==> src/rtl/skht_pkg.sv <==
// ----------------------------------------------------------------------------
// skht_pkg
// Types and constants shared by the string key hash table modules.
// ----------------------------------------------------------------------------
package skht_pkg;

  // operation codes
  localparam logic [1:0] OP_LOOKUP = 2'd0;
  localparam logic [1:0] OP_INSERT = 2'd1;
  localparam logic [1:0] OP_WRITE  = 2'd2;
  localparam logic [1:0] OP_CLEAR  = 2'd3;

  // status codes
  localparam logic [2:0] ST_FOUND    = 3'd0;
  localparam logic [2:0] ST_INSERTED = 3'd1;
  localparam logic [2:0] ST_MISSING  = 3'd2;
  localparam logic [2:0] ST_FULL     = 3'd3;
  localparam logic [2:0] ST_CLEARED  = 3'd4;

  // entry count; the start slot reduction folds hash bytes, so this is 2**8 - 1
  localparam int unsigned TableEntries = 255;

  typedef struct packed {
    logic [1:0]         operation;
    logic [63:0]        key_bytes;
    logic [3:0]         key_length;
    logic signed [31:0] write_value;
  } req_t;

  typedef struct packed {
    logic [2:0]         status;
    logic [7:0]         slot;
    logic signed [31:0] entry_value;
    logic [7:0]         entries_used;
  } rsp_t;

  // controller to datapath commands
  typedef struct packed {
    logic load;       // capture request, start hash
    logic hash_step;  // one key byte into the hash
    logic hash_final; // final avalanche
    logic mod_step;   // reduce the hash to the start slot
    logic rd;         // issue memory read at probe slot
    logic advance;    // move to next slot
    logic wr_new;     // write a new entry
    logic wr_val;     // overwrite value of found entry
    logic clr_step;   // clear one occupancy bit
    logic clr_start;  // start clear sweep
    logic emit;       // present result
  } cmd_t;

  // datapath to controller status
  typedef struct packed {
    logic is_clear;
    logic hash_done;
    logic mod_done;
    logic occupied;
    logic matched;
    logic wrapped;
    logic load_full;
    logic is_lookup;
    logic is_write;
    logic clr_done;
  } sts_t;

endpackage

==> src/rtl/skht_ctrl.sv <==
// ----------------------------------------------------------------------------
// skht_ctrl
// Sequencer for hashing, probing, writing and clearing.
// ----------------------------------------------------------------------------
module skht_ctrl (
  input  logic           clk_i,
  input  logic           rst_ni,
  input  logic           start_i,
  output logic           busy_o,
  input  skht_pkg::sts_t sts_i,
  output skht_pkg::cmd_t cmd_o
);

  typedef enum logic [8:0] {
    S_IDLE  = 9'b000000001,
    S_HASH  = 9'b000000010,
    S_FINAL = 9'b000000100,
    S_MOD   = 9'b000001000,
    S_READ  = 9'b000010000,
    S_CHECK = 9'b000100000,
    S_WRITE = 9'b001000000,
    S_CLEAR = 9'b010000000,
    S_DONE  = 9'b100000000
  } state_e;

  state_e state_q, state_d;

  always_ff @(posedge clk_i or negedge rst_ni) begin
    if (!rst_ni) begin
      state_q <= S_IDLE;
    end else begin
      state_q <= state_d;
    end
  end

  // next state and commands
  always_comb begin
    state_d = state_q;
    cmd_o   = '0;
    unique case (state_q)
      S_IDLE: begin
        if (start_i) begin
          cmd_o.load = 1'b1;
          state_d    = S_HASH;
        end
      end
      S_HASH: begin
        if (sts_i.is_clear) begin
          cmd_o.clr_start = 1'b1;
          state_d         = S_CLEAR;
        end else if (sts_i.hash_done) begin
          state_d = S_FINAL;
        end else begin
          cmd_o.hash_step = 1'b1;
        end
      end
      S_FINAL: begin
        cmd_o.hash_final = 1'b1;
        state_d          = S_MOD;
      end
      S_MOD: begin
        if (sts_i.mod_done) begin
          cmd_o.rd = 1'b1;
          state_d  = S_CHECK;
        end else begin
          cmd_o.mod_step = 1'b1;
        end
      end
      S_READ: begin
        cmd_o.rd = 1'b1;
        state_d  = S_CHECK;
      end
      S_CHECK: begin
        if (sts_i.occupied && sts_i.matched) begin
          if (sts_i.is_write) begin
            cmd_o.wr_val = 1'b1;
            state_d      = S_WRITE;
          end else begin
            cmd_o.emit = 1'b1;
            state_d    = S_DONE;
          end
        end else if (!sts_i.occupied) begin
          if (!sts_i.is_lookup && !sts_i.load_full) begin
            cmd_o.wr_new = 1'b1;
          end
          cmd_o.emit = 1'b1;
          state_d    = S_DONE;
        end else if (sts_i.wrapped) begin
          cmd_o.emit = 1'b1;
          state_d    = S_DONE;
        end else begin
          cmd_o.advance = 1'b1;
          state_d       = S_READ;
        end
      end
      S_WRITE: begin
        cmd_o.emit = 1'b1;
        state_d    = S_DONE;
      end
      S_CLEAR: begin
        if (sts_i.clr_done) begin
          cmd_o.emit = 1'b1;
          state_d    = S_DONE;
        end else begin
          cmd_o.clr_step = 1'b1;
        end
      end
      S_DONE: begin
        state_d = S_IDLE;
      end
      default: begin
        state_d = S_IDLE;
      end
    endcase
  end

  assign busy_o = (state_q != S_IDLE);

`ifndef ASSERT_OFF
  // a result is only presented once a request has been taken
  assert property (@(posedge clk_i) disable iff (!rst_ni)
    cmd_o.emit |-> busy_o)
    else $error("result without request");
  // new entry and value update never coincide
  assert property (@(posedge clk_i) disable iff (!rst_ni)
    !(cmd_o.wr_new && cmd_o.wr_val))
    else $error("double write");
  // every result returns to idle by way of the done state
  assert property (@(posedge clk_i) disable iff (!rst_ni)
    cmd_o.emit |=> ##1 !busy_o)
    else $error("no return to idle");
`endif

endmodule

==> config.mk <==
export PLATFORM = sky130hd
export DESIGN_NAME = skht_ctrl
export DESIGN_NICKNAME = d
export VERILOG_FILES = /design/src/rtl/skht_pkg.sv /design/src/rtl/skht_ctrl.sv
export SDC_FILE = /design/constraint.sdc
export NUM_CORES = 1
export LEC_CHECK = 0
export BUFFER_PORTS_ARGS = -buffer_cell sky130_fd_sc_hd__buf_2
export CAP_MARGIN = 20
export CORE_MARGIN = 2
export CORE_UTILIZATION = 45
export CTS_CLUSTER_DIAMETER = 150
export DETAILED_ROUTE_END_ITERATION = 10
export GPL_TIMING_DRIVEN = 0
export PLACE_DENSITY = 0.83
export SLEW_MARGIN = 15
export SYNTH_ARGS = -nofsm -noshare
export SYNTH_HDL_FRONTEND = slang
export SYNTH_SLANG_ARGS = --single-unit
==> constraint.sdc <==
create_clock -name clk_i -period 2.1 [get_ports clk_i]
set_input_delay 0.42 -clock clk_i [delete_from_list [all_inputs] [get_ports clk_i]]
set_output_delay 0.42 -clock clk_i [all_outputs]
set_load 0.03 [all_outputs]
==> run summary, run 1 <==
Dividing the synthesized area by the synthesized cell count gives 10.2 um^2. The adder and majority cell fraction of the synthesized area came out at 0%. The tools report the setup slack after layout as -0.216 ns. The capturing element type of the critical path was an output pin.

The floorplan step defined a die boundary enclosing 0.00165 mm^2. The initialized floorplan defines 13 standard-cell rows. In the final layout, the registers with the most flip-flops are state_q x9. The clock-pin transition on the worst setup and hold timing paths was 0.06 ns. For this block, the routed nets add up to 1970 um of wire.

The sink count of the clock tree came out at 9. The tools report the placer's final routability congestion estimate as 0.790. The final critical path takes up 110% of the cycle. When the netlist entered floorplanning its net count stood at 72. The maximum root-to-sink buffer count was 2.

Summed over all cells, the static leakage comes to 0.510 nW. The number of hold buffers added after CTS was 0. The number of antenna violations at the first check in global routing is 0, and the data arrival time of the worst path is 1.90 ns. Synthesis instantiated 30 different standard cells from the library. For this design the top-level I/O count stands at 25.

The power density normalized to cell area is 1020 mW/mm^2, and the fraction of the mapped netlist area in compound gates is 15.7%. The simple-gate area share of the yosys netlist is 44.7%. The checks that failed: setup timing. In this run the cell area of the synthesized design comes to 604 um^2.

STA classifies the critical path startpoint as a flop. Maximum fanout along the worst path: 3. The run gives 0 as the antenna cell count. The tools report the total of endpoints with negative setup slack in the final report as 12.

Yosys instantiated no cell more often than sky130_fd_sc_hd__dfrtp_1. Combinational fraction of design power: 66.3%. The clock share of power was 12.5%.

The count of input and output buffers came out at 24. The first global-routing pass estimated 3110 um of wire. After detailed routing, the number of vias per cell comes to 5.73.

In this run the horizontal extent of the chip is 40.6 um. The flow ran to the end, but the final reports show violations. After Yosys synthesis, XOR and XNOR cells account for 1.45% of the synthesized area.

The overall track demand over capacity in global routing was 29.7%; the final count of hold timing violations was 0. For this run, the register share of the synthesized area comes to 37.5%. The sum of overflow across all layers after global routing was 0; the number of warning messages in the yosys log was 0. The number of flip-flops under the largest register name is 9, and the post-synthesis mux area share is 0%. The maximum level of the CTS H-tree was 1; the post-route antenna net violation count was 0. The switching part of the total was 40.4%; the layout overhead on the synthesized area was 77.2%.

At the pin with the least slew margin, the transition time is 0.661 ns. Final cell area excluding filler cells: 0.00107 mm^2. Source of the worst register-to-register timing path: state_q[5].

For the first-pass detailed-route iteration total, the log shows 4. The core region is 0.00128 mm^2. TritonCTS created 3 clock buffers. The synthesized design contains 0 enable-type register cells.

For this run, the top clock speed supported by timing is 0.432 GHz. At the later pin of the worst-skew pair, clock insertion delay measures 0.26 ns. The initial DRC count is 6. Detailed placement finished with a half-perimeter wire length of 1080 um. The y dimension of the die was 40.6 um. Count of state elements after synthesis: 9.

TritonCTS built the clock tree. Class of the tightest hold or removal check: in2async. Sequential cells account for 21.2% of the total power. For the pre-CTS setup slack, the log shows -0.0986 ns.

Of all flip-flops after synthesis, the portion carrying an async set or reset was 100%. The tools report the number of global-route vias before repair as 687. The post-synthesis cell type with the largest combined area was sky130_fd_sc_hd__dfrtp_1. The pin count of the biggest net entering global routing is 10, and the largest clock skew in the final design is 0.00548 ns. The area share of the leading cell type in the synthesized netlist is 33.1%, and the number of maximum-capacitance violations is 0. Measured against its own limit, the worst slew margin works out to 55.3%.

For the final net count, the log shows 117. The fraction of final layout cells with drive strength greater than 1 was 63.1%. Setup repair after global routing could not meet its margin everywhere. The total via count after detailed routing is 676. The combinational family with the most area after synthesis is simple AND/OR/NAND/NOR gates. The run gives 0.538 mV as the peak supply drop. For this configuration, the core starts out at a cell density of 47.0%. Measured in cells, the most critical reg-to-reg path has a length of 6. For this design the total switching power over the nets is 0.000440 W.

The register name with the most flops was state_q. The tools report the worst setup path startpoint as state_q[5]. Ranked by total cell area, the synthesized netlist is headed by sky130_fd_sc_hd__dfrtp_1 (33%), sky130_fd_sc_hd__nor4_4 (7.0%), sky130_fd_sc_hd__and3_1 (5.2%). Worst hold slack: 0.00368 ns. The category of the critical setup timing path was reg2out. The internal power of the cells totals 0.000649 W.

The clock period minus final worst setup slack is 2.32 ns, and the instance count of the mapped netlist is 59. The master cell of the clock root buffer is sky130_fd_sc_hd__clkbuf_4. The routed length per instance works out to 16.7 um.

After synthesis, the most frequently instantiated cells are sky130_fd_sc_hd__dfrtp_1 (8), sky130_fd_sc_hd__and3_1 (5), sky130_fd_sc_hd__nor2_1 (4), sky130_fd_sc_hd__nor2b_1 (4), sky130_fd_sc_hd__nor3_1 (4). Once placement finished, the instance area stood at 764 um^2. For this run, design rule violations remaining after detail routing come to 0.

The tools report the required time at the worst-slack endpoint as 1.68 ns. The number of max-slew violations in the final report is 0. Most common flop cell mapped by yosys: sky130_fd_sc_hd__dfrtp_1.
worst paths after layout:
path / slack, ns / end
max reg2reg: 0.21 / state_q[2]
max in group asynchronous: 1.84 / state_q[0]
min reg2reg: 0.75 / state_q[1]
min in group clk_i: 0.36 / state_q[0]
max: -0.22 / cmd_o[9]
min: 0.004 / state_q[1]
cells in the final DEF, fill, tap and decap left out, types with 2 or more instances in the layout:
| cell | count |
|---|---|
| sky130_fd_sc_hd__nand2_4 | 2 |
| sky130_fd_sc_hd__nor3_1 | 2 |
| sky130_fd_sc_hd__and2_4 | 2 |
| sky130_fd_sc_hd__dfrtp_1 | 7 |
| sky130_fd_sc_hd__and3_1 | 4 |
| sky130_fd_sc_hd__clkbuf_4 | 3 |
| sky130_fd_sc_hd__buf_4 | 17 |
| sky130_fd_sc_hd__nor2_1 | 2 |
| sky130_fd_sc_hd__o31a_1 | 2 |
| sky130_fd_sc_hd__nor4_4 | 2 |
| sky130_fd_sc_hd__nor2b_1 | 4 |
| sky130_fd_sc_hd__buf_2 | 12 |
| sky130_fd_sc_hd__buf_6 | 11 |
per-layer routing:
metal | vias up | GRT usage (%) | wire length (um)
li1 | 316 | - | -
met1 | 318 | 32.1 | 734
met2 | 32 | 51.2 | 1050
met3 | 10 | 3.26 | 82
met4 | 0 | 25.0 | 106
met5 | - | 0 | 0
critical path, cell delays in order, from the launching register on:
cell	delay (ns)
sky130_fd_sc_hd__dfrtp_1	0.40
sky130_fd_sc_hd__or4_4	0.57
sky130_fd_sc_hd__nor4_4	0.25
sky130_fd_sc_hd__nand3b_4	0.13
sky130_fd_sc_hd__nor3_2	0.12
sky130_fd_sc_hd__buf_4	0.18
power by group through the flow:
stage                     clock (W)  sequential [W]  combinational (W)
after CTS                  0.000137        0.000229           0.000652
after detailed placement          0        0.000250           0.000364
after global routing       0.000151        0.000234           0.000778
final                      0.000136        0.000231           0.000722
after floorplan                   0        0.000241           0.000280
after global placement            0        0.000248           0.000350
kinds of logic (layout without fill, tap and decap cells):
family,after synthesis,after routing
AO/OA/AOI/OAI,12,12
flip-flops,9,9
XOR/XNOR,1,1
buffers and inverters,1,45
AND/OR/NAND/NOR,36,36
what timing repair did:
| action | 4_1_cts | 5_1_grt |
|---|---|---|
| buffers inserted | 13 | 3 |
| cloned | 0 | 0 |
| pin swaps | 7 | 2 |
| resized for setup | 27 | 19 |
| setup endpoints to repair | 12 | 12 |
layout make-up:
cell class / count / area, um^2
clock buffer: 4 / 26.3
fill: 80 / 214
inverter: 1 / 3.75
multi-input combinational: 49 / 483
sequential: 9 / 228
tap: 15 / 18.8
timing repair buffer: 40 / 312
per-stage QoR:
step	TNS, ns	total power, W	std cells	util [%]
after global placement	-0.0681	0.000598	98	59.5
after detailed placement	-0.139	0.000614	98	59.5
after floorplan	-0.0262	0.000521	59	-
final	-1.82	0.00109	118	83.3
after CTS	-1.62	0.00102	115	76.8
after global routing	-2.74	0.00116	118	83.3
(Power assumes the default switching activity.)
==> run 2, diff against run 1 <==
--- a/config.mk
+++ b/config.mk
@@ -12,6 +12,7 @@
 export CTS_CLUSTER_DIAMETER = 150
 export DETAILED_ROUTE_END_ITERATION = 10
 export GPL_TIMING_DRIVEN = 0
+export MAX_ROUTING_LAYER = met4
 export PLACE_DENSITY = 0.83
 export SLEW_MARGIN = 15
 export SYNTH_ARGS = -nofsm -noshare
==> run 2 against run 1 <==
  * The flow still finishes with violations (setup timing)
  * Clock power about the same
  * Combinational power decreased by 2%
  * Wire length up 5.1%
  * Largest cell class unchanged
  * Utilization up 1.5 points
  * First-iteration DRC count is the same
  * Die area stayed put
  * Non-clock buffer count unchanged
  * Critical path depth stayed put
==> run summary, run 2 (synthesis gave the netlist of run 1 again) <==
The flow ran to the end, but the final reports show violations. Violations in the final reports: setup timing (unchanged). The sink count of the clock tree is 9 (unchanged).

For the largest clock skew in the final design, the log shows 0.00207 ns (was 0.00548 ns). The total detailed-routing wirelength was 2070 um (was 1970 um). For the count of non-filler cells in the finished layout, the log shows 118 (unchanged). The area of combinational cells with multiple inputs is 502 um^2 (was 483 um^2).

The logs give 117 (unchanged) for the final net count and 0.428 GHz (was 0.432 GHz) for the upper clock frequency limit. The antenna cell count was 0 (unchanged). The switching part of the total is 40.9% (was 40.4%), and the maximum single-stage delay on the critical path is 0.57 ns (about the same). The number of global-route vias before repair came out at 693 (was 687).

The run gives 0.26 ns (about the same) as the clock insertion delay at the later pin of the skew report. The run gives 696 (was 676) as the total via count after detailed routing. The tools report the combinational fraction of design power as 65.7% (was 66.3%). The y dimension of the die was 40.6 um (unchanged); the number of maximum-capacitance violations was 0 (unchanged). Maximum fanout along the worst path: 3 (unchanged). The placer's final routability congestion estimate was 0.801 (was 0.790); the final cell area excluding filler cells was 0.00109 mm^2 (was 0.00107 mm^2). The maximum level of the CTS H-tree came out at 1 (unchanged). For the routed wire length on met2, the log shows 1120 um (was 1050 um). The tools report the met1 wire length as 758 um (was 734 um). The capturing element type of the critical path is an output pin (unchanged). The routed via count divided by cell count came out at 5.90 (was 5.73). Total met3 wirelength after detailed routing: 83 um (was 82 um).

For the setup slack after layout, the log shows -0.237 ns (was -0.216 ns). Overall die width: 40.6 um (unchanged). Sequence of cells on the critical path: or4_4, nor4_4, nand3b_4, nor3_2, buf_4 (unchanged). The count of hold-fix buffers inserted at cts is 0 (unchanged), and the post-DP HPWL is 1080 um (unchanged). The initial cell density of the core was 47.0% (unchanged); the actual slew at the worst max-slew pin was 0.426 ns (was 0.661 ns). The register name with the most flops is state_q (unchanged). The logs give 71.3% (was 55.3%) for the worst slew margin relative to its limit and 0.00165 mm^2 (unchanged) for the overall die area. The clock-pin transition on the worst setup and hold timing paths works out to 0.06 ns (about the same). The pin count of the biggest net entering global routing is 10 (unchanged). The fraction of final layout cells with drive strength greater than 1 is 66.0% (was 63.1%). The critical path startpoint category was a flop (unchanged).

The internal power consumption came out at 0.000637 W (was 0.000649 W). The data arrival time of the worst path came out at 1.92 ns (was 1.90 ns). Master cell of the clock root buffer: sky130_fd_sc_hd__clkbuf_4 (unchanged). The post-route antenna net violation count is 0 (unchanged).

The logs give 3 (unchanged) for the total clock buffers created by CTS and 228 um^2 (unchanged) for the sequential standard cell area. The run gives 1.68 ns (about the same) as the required time at the worst-slack endpoint. The first-pass detailed-route iteration total was 4 (unchanged). The top layer used by detailed routing is met4 (unchanged).

The final cycle utilization of the critical path came out at 111% (was 110%). The sum of overflow across all layers after global routing is 0 (unchanged). The number of remaining DRC errors was 0 (unchanged).

The tools report the total leakage power as 0.513 nW (was 0.510 nW). The run gives 0.00128 mm^2 (unchanged) as the area of the core. The critical path's slowest cell is sky130_fd_sc_hd__or4_4 (unchanged). Setup repair after global routing could not meet its margin everywhere. For the net load switching power, the log shows 0.000441 W (was 0.000440 W).

The tools report the maximum root-to-sink buffer count as 2 (unchanged). The count of input and output buffers works out to 24 (unchanged). The clock period minus final worst setup slack works out to 2.34 ns (was 2.32 ns). The run gives 764 um^2 (unchanged) as the instance area at placement.

The number of flip-flops under the largest register name works out to 9 (unchanged). The most frequent standard cell in the layout excluding fill and tap cells is sky130_fd_sc_hd__buf_4 (unchanged). For the overall track demand over capacity in global routing, the log shows 30.2% (was 29.7%). The class of the tightest hold or removal check is in2async (unchanged). The final count of hold timing violations came out at 0 (unchanged).

The logs give 68 (was 80) for the total of fill cells in the finished design and 6 (unchanged) for the initial DRC count. The number of top-level pins is 25 (unchanged), and the peak supply drop is 0.482 mV (was 0.538 mV). The tools report the count of standard-cell rows as 13 (unchanged).

The category of the critical setup timing path is reg2out (unchanged). The total of endpoints with negative setup slack in the final report was 9 (was 12). The tools report the number of antenna violations at the first check in global routing as 0 (unchanged). The power density normalized to cell area works out to 989 mW/mm^2 (was 1020 mW/mm^2).

TritonCTS built the clock tree. The routed length per instance came out at 17.6 um (was 16.7 um). The logs give 21.5% (was 21.2%) for the sequential cell fraction of total power and 98 (unchanged) for the count of placed standard cells including taps. The number of max-slew violations in the final report is 0 (unchanged), and the worst hold slack is 0.00475 ns (was 0.00368 ns). Clock share of power: 12.8% (was 12.5%). The layout overhead on the synthesized area works out to 80.3% (was 77.2%). Most frequent cells in the layout: sky130_fd_sc_hd__buf_4 (17), sky130_fd_sc_hd__buf_2 (12), sky130_fd_sc_hd__buf_6 (11) (unchanged). Top Registers: state_q x9 (unchanged).

The tools report the first-pass GRT wire length as 3080 um (was 3110 um).
[run 2: final timing paths]
check                           start  slack, ns  cells after the start         end
max                        state_q[5]      -0.24                      5    cmd_o[9]
min                            rst_ni      0.005                      1  state_q[1]
max reg2reg                state_q[5]       0.19                      6  state_q[2]
min reg2reg                state_q[1]       0.75                      3  state_q[1]
max in group asynchronous      rst_ni       1.84                      1  state_q[0]
min in group clk_i            start_i       0.36                      2  state_q[0]
[run 2: critical path: cells and delay by family (launching register included)]
family,cells,cell delay (ns)
and+or+nand+nor,4,1.08
DFF,1,0.40
buffers and inverters,1,0.18
[run 2: layout make-up]
| type | instances | share of cell area (%) |
|---|---|---|
| inverter | 1 | 0.344 |
| sequential | 9 | 20.9 |
| clock buffer | 4 | 2.41 |
| timing repair buffer | 40 | 28.6 |
| multi-input combinational | 49 | 46.0 |
| tap | 15 | 1.72 |
[run 2: what timing repair did]
item / 4_1_cts / 5_1_grt
pin swaps: 7 / 2
setup buffers: 13 / 3
setup endpoints to repair: 12 / 12
resized for setup: 27 / 22
[run 2: power by group through the flow]
| stage | clock network [W] | logic [W] | registers [W] |
|---|---|---|---|
| finish | 0.000138 | 0.000709 | 0.000232 |
| global placement | 0 | 0.000350 | 0.000248 |
| CTS | 0.000137 | 0.000652 | 0.000229 |
| detailed placement | 0 | 0.000364 | 0.000250 |
| global route | 0.000152 | 0.000761 | 0.000234 |
| floorplan | 0 | 0.000280 | 0.000241 |
[run 2: stage by stage]
step           total power (W)  utilization, %  setup slack, ns  TNS, ns
6_report               0.00108            84.8           -0.237    -1.37
5_1_grt                0.00115            84.8           -0.303    -1.97
4_1_cts                0.00102            76.8           -0.200    -1.62
3_5_place_dp          0.000614            59.5          -0.0986   -0.139
3_3_place_gp          0.000598            59.5          -0.0681  -0.0681
2_1_floorplan         0.000521               -          -0.0262  -0.0262
[run 2: per-layer routing]
layer | track usage, % | vias up
met4 | 25.0 | 0
met3 | 3.26 | 11
li1 | - | 317
met1 | 31.1 | 333
met2 | 51.2 | 35
met5 | - | -
==> run 3, diff against run 2 <==
--- a/config.mk
+++ b/config.mk
@@ -7,13 +7,15 @@
 export LEC_CHECK = 0
 export BUFFER_PORTS_ARGS = -buffer_cell sky130_fd_sc_hd__buf_2
 export CAP_MARGIN = 20
+export CELL_PAD_IN_SITES_DETAIL_PLACEMENT = 0
+export CELL_PAD_IN_SITES_GLOBAL_PLACEMENT = 1
 export CORE_MARGIN = 2
-export CORE_UTILIZATION = 45
+export CORE_UTILIZATION = 33
 export CTS_CLUSTER_DIAMETER = 150
 export DETAILED_ROUTE_END_ITERATION = 10
 export GPL_TIMING_DRIVEN = 0
 export MAX_ROUTING_LAYER = met4
-export PLACE_DENSITY = 0.83
+export PLACE_DENSITY = 0.82
 export SLEW_MARGIN = 15
 export SYNTH_ARGS = -nofsm -noshare
 export SYNTH_HDL_FRONTEND = slang
==> run 3 against run 2 <==
  * The flow still finishes with violations (setup timing)
  * Total power shrank 1.1%
  * Cell area shrank 6.8%
  * First-iteration DRC count shrank 67%
  * Clock power grew 3%
  * Cell count grew 5.9%
  * Sequential power is essentially flat
  * Worst hold slack gained 0.32 ns
  * Sequential cell count is the same
  * Wire length shrank 17%
  * Largest power group unchanged
==> run summary, run 3 (synthesis gave the netlist of run 1 again) <==
The peak supply drop was 0.546 mV (was 0.482 mV). The run gives 15 (was 13) as the count of standard-cell rows. The y dimension of the die works out to 46.8 um (was 40.6 um). The critical path startpoint category was a flop (unchanged).

The run gives 0.00173 mm^2 (was 0.00128 mm^2) as the area of the core. The number of remaining DRC errors is 0 (unchanged). Top Registers: state_q x9 (unchanged). The first-pass GRT wire length was 2720 um (was 3080 um); the number of maximum-capacitance violations was 0 (unchanged). The total leakage power came out at 0.476 nW (was 0.513 nW). The class of the tightest hold or removal check is in2reg (was in2async). The tools report the upper clock frequency limit as 0.433 GHz (was 0.428 GHz).

The maximum root-to-sink buffer count was 2 (unchanged); the final cycle utilization of the critical path was 110% (was 111%). The clock-pin transition on the worst setup and hold timing paths was 0.07 ns (was 0.06 ns); the number of global-route vias before repair was 636 (was 693). Pin count of the biggest net entering global routing: 10 (unchanged). The total of fill cells in the finished design came out at 167 (was 68). The power density normalized to cell area came out at 1050 mW/mm^2 (was 989 mW/mm^2). The tools report the overall die area as 0.00219 mm^2 (was 0.00165 mm^2). Violations in the final reports: setup timing (unchanged). The logs give 0 (unchanged) for the number of antenna violations at the first check in global routing and 1 (unchanged) for the maximum level of the CTS H-tree.

The run gives 777 um^2 (was 764 um^2) as the instance area at placement. The overall track demand over capacity in global routing was 19.3% (was 30.2%). The count of non-filler cells in the finished layout was 125 (was 118); the aggregate negative setup slack was -1.78 ns (was -1.37 ns). The layout overhead on the synthesized area is 68.1% (was 80.3%).

The register-to-register setup slack came out at 0.08 ns (was 0.19 ns). The combinational fraction of design power was 65.1% (was 65.7%). The run gives -0.208 ns (was -0.237 ns) as the setup slack after layout. The tools report the data arrival time of the worst path as 1.89 ns (was 1.92 ns). The logs give 0 (unchanged) for the final count of hold timing violations and 21.6% (was 21.5%) for the sequential cell fraction of total power. The net load switching power is 0.000416 W (was 0.000441 W). The routed length per instance is 13.7 um (was 17.6 um).

Number of top-level pins: 25 (unchanged). Most frequent cells in the layout: sky130_fd_sc_hd__buf_2 (15), sky130_fd_sc_hd__buf_4 (13), sky130_fd_sc_hd__buf_6 (8) (was sky130_fd_sc_hd__buf_4 (17), sky130_fd_sc_hd__buf_2 (12), sky130_fd_sc_hd__buf_6 (11)). The count of input and output buffers is 24 (unchanged), and the final net count is 114 (was 117). For the clock share of power, the log shows 13.3% (was 12.8%). For the total clock buffers created by CTS, the log shows 3 (unchanged).

The run gives 0 (unchanged) as the antenna cell count. The actual slew at the worst max-slew pin was 0.553 ns (was 0.426 ns); the routed via count divided by cell count was 5.17 (was 5.90). The final cell area excluding filler cells is 0.00102 mm^2 (was 0.00109 mm^2), and the switching part of the total is 39.0% (was 40.9%). The tools report the worst slew margin relative to its limit as 62.6% (was 71.3%).

The number of flip-flops under the largest register name came out at 9 (unchanged). The category of the critical setup timing path was reg2out (unchanged). The fraction of final layout cells with drive strength greater than 1 came out at 57.0% (was 66.0%).

The run gives 0 (unchanged) as the post-route antenna net violation count. The run gives 35.0% (was 47.0%) as the initial cell density of the core. The tools report the capturing element type of the critical path as an output pin (unchanged). The most frequent standard cell in the layout excluding fill and tap cells is sky130_fd_sc_hd__buf_2 (was sky130_fd_sc_hd__buf_4). The total detailed-routing wirelength was 1710 um (was 2070 um); the required time at the worst-slack endpoint was 1.68 ns (about the same). The post-DP HPWL came out at 1020 um (was 1080 um). The tools report the sequential standard cell area as 228 um^2 (unchanged). The maximum fanout along the worst path was 3 (unchanged). The run gives 108 (was 98) as the count of placed standard cells including taps. Setup repair after global routing could not meet its margin everywhere. The total via count after detailed routing is 646 (was 696). For the largest clock skew in the final design, the log shows 0.00873 ns (was 0.00207 ns). The flow ran to the end, but the final reports show violations. The overall die width is 46.8 um (was 40.6 um).

Register name with the most flops: state_q (unchanged). The clock insertion delay at the later pin of the skew report came out at 0.27 ns (was 0.26 ns). For the placer's final routability congestion estimate, the log shows 0.676 (was 0.801). The master cell of the clock root buffer was sky130_fd_sc_hd__clkbuf_4 (unchanged).

TritonCTS built the clock tree. The sink count of the clock tree came out at 9 (unchanged). The area of combinational cells with multiple inputs came out at 454 um^2 (was 502 um^2). For the internal power consumption, the log shows 0.000650 W (was 0.000637 W).

The initial DRC count was 2 (was 6); the clock period minus final worst setup slack was 2.31 ns (was 2.34 ns). The tools report the total of endpoints with negative setup slack in the final report as 12 (was 9). The sum of overflow across all layers after global routing was 0 (unchanged). Number of max-slew violations in the final report: 0 (unchanged). The first-pass detailed-route iteration total is 3 (was 4).
[run 3: changes by cell type in the layout (fill, tap and decap cells not counted), moves of 2 or more]
cell / delta
sky130_fd_sc_hd__buf_6: -3
sky130_fd_sc_hd__buf_4: -4
sky130_fd_sc_hd__nor4b_1: +2
sky130_fd_sc_hd__nor3b_2: -2
sky130_fd_sc_hd__nor3b_1: +2
sky130_fd_sc_hd__buf_2: +3
[run 3: worst max-delay path, stage by stage, from the launching register on]
cell and delay (ns):
sky130_fd_sc_hd__dfrtp_1 0.38, sky130_fd_sc_hd__or4_4 0.55, sky130_fd_sc_hd__nor4_4 0.26, sky130_fd_sc_hd__nand3b_4 0.13, sky130_fd_sc_hd__nor3_2 0.11, sky130_fd_sc_hd__buf_4 0.17
[run 3: final timing paths]
path | cells past startpoint | start | end
setup / recovery | 5 | state_q[5] | cmd_o[9]
min in group asynchronous | 2 | rst_ni | state_q[2]
setup reg to reg | 8 | state_q[5] | state_q[0]
max in group asynchronous | 2 | rst_ni | state_q[0]
hold reg to reg | 3 | state_q[4] | state_q[8]
hold / removal | 2 | start_i | state_q[0]
[run 3: metrics by stage]
stage | worst slack (ns) | utilization, % | power, W | hold WS (ns)
floorplan | -0.0262 | - | 0.000521 | 0.124
global placement | -0.0788 | 45.0 | 0.000603 | 0.281
detailed placement | -0.0741 | 45.0 | 0.000612 | 0.288
CTS | -0.247 | 58.2 | 0.00104 | 0.327
global route | -0.310 | 58.8 | 0.00113 | 0.327
finish | -0.208 | 58.8 | 0.00107 | 0.326
[run 3: routing by layer]
layer / global-route usage [%] / vias to the layer above / share of wire, %
met5: - / - / 0
met4: 7.78 / 0 / 1.4
met3: 8.85 / 5 / 6.2
met2: 35.3 / 22 / 56
met1: 16.7 / 308 / 37
li1: - / 311 / -
[run 3: cell type report]
type	count	area share, %
well taps	25	3.08
multi-input cells	49	44.7
inverters	1	0.369
repair buffers	37	26.8
clock buffers	4	2.59
flip-flops and latches	9	22.4
[run 3: power groups by stage]
stage | Clock, W | Sequential, W | Combinational, W
final | 0.000142 | 0.000230 | 0.000694
after global routing | 0.000157 | 0.000234 | 0.000738
after CTS | 0.000146 | 0.000229 | 0.000670
after detailed placement | 0 | 0.000252 | 0.000360
after global placement | 0 | 0.000249 | 0.000354
after floorplan | 0 | 0.000241 | 0.000280
[run 3: what timing repair did]
item	4_1_cts	5_1_grt
cloned	0	0
hold endpoints to repair	4	0
pin swaps	6	2
hold buffers	1	0
buffers inserted	12	2
setup endpoints to repair	12	13
gates resized for setup	27	3
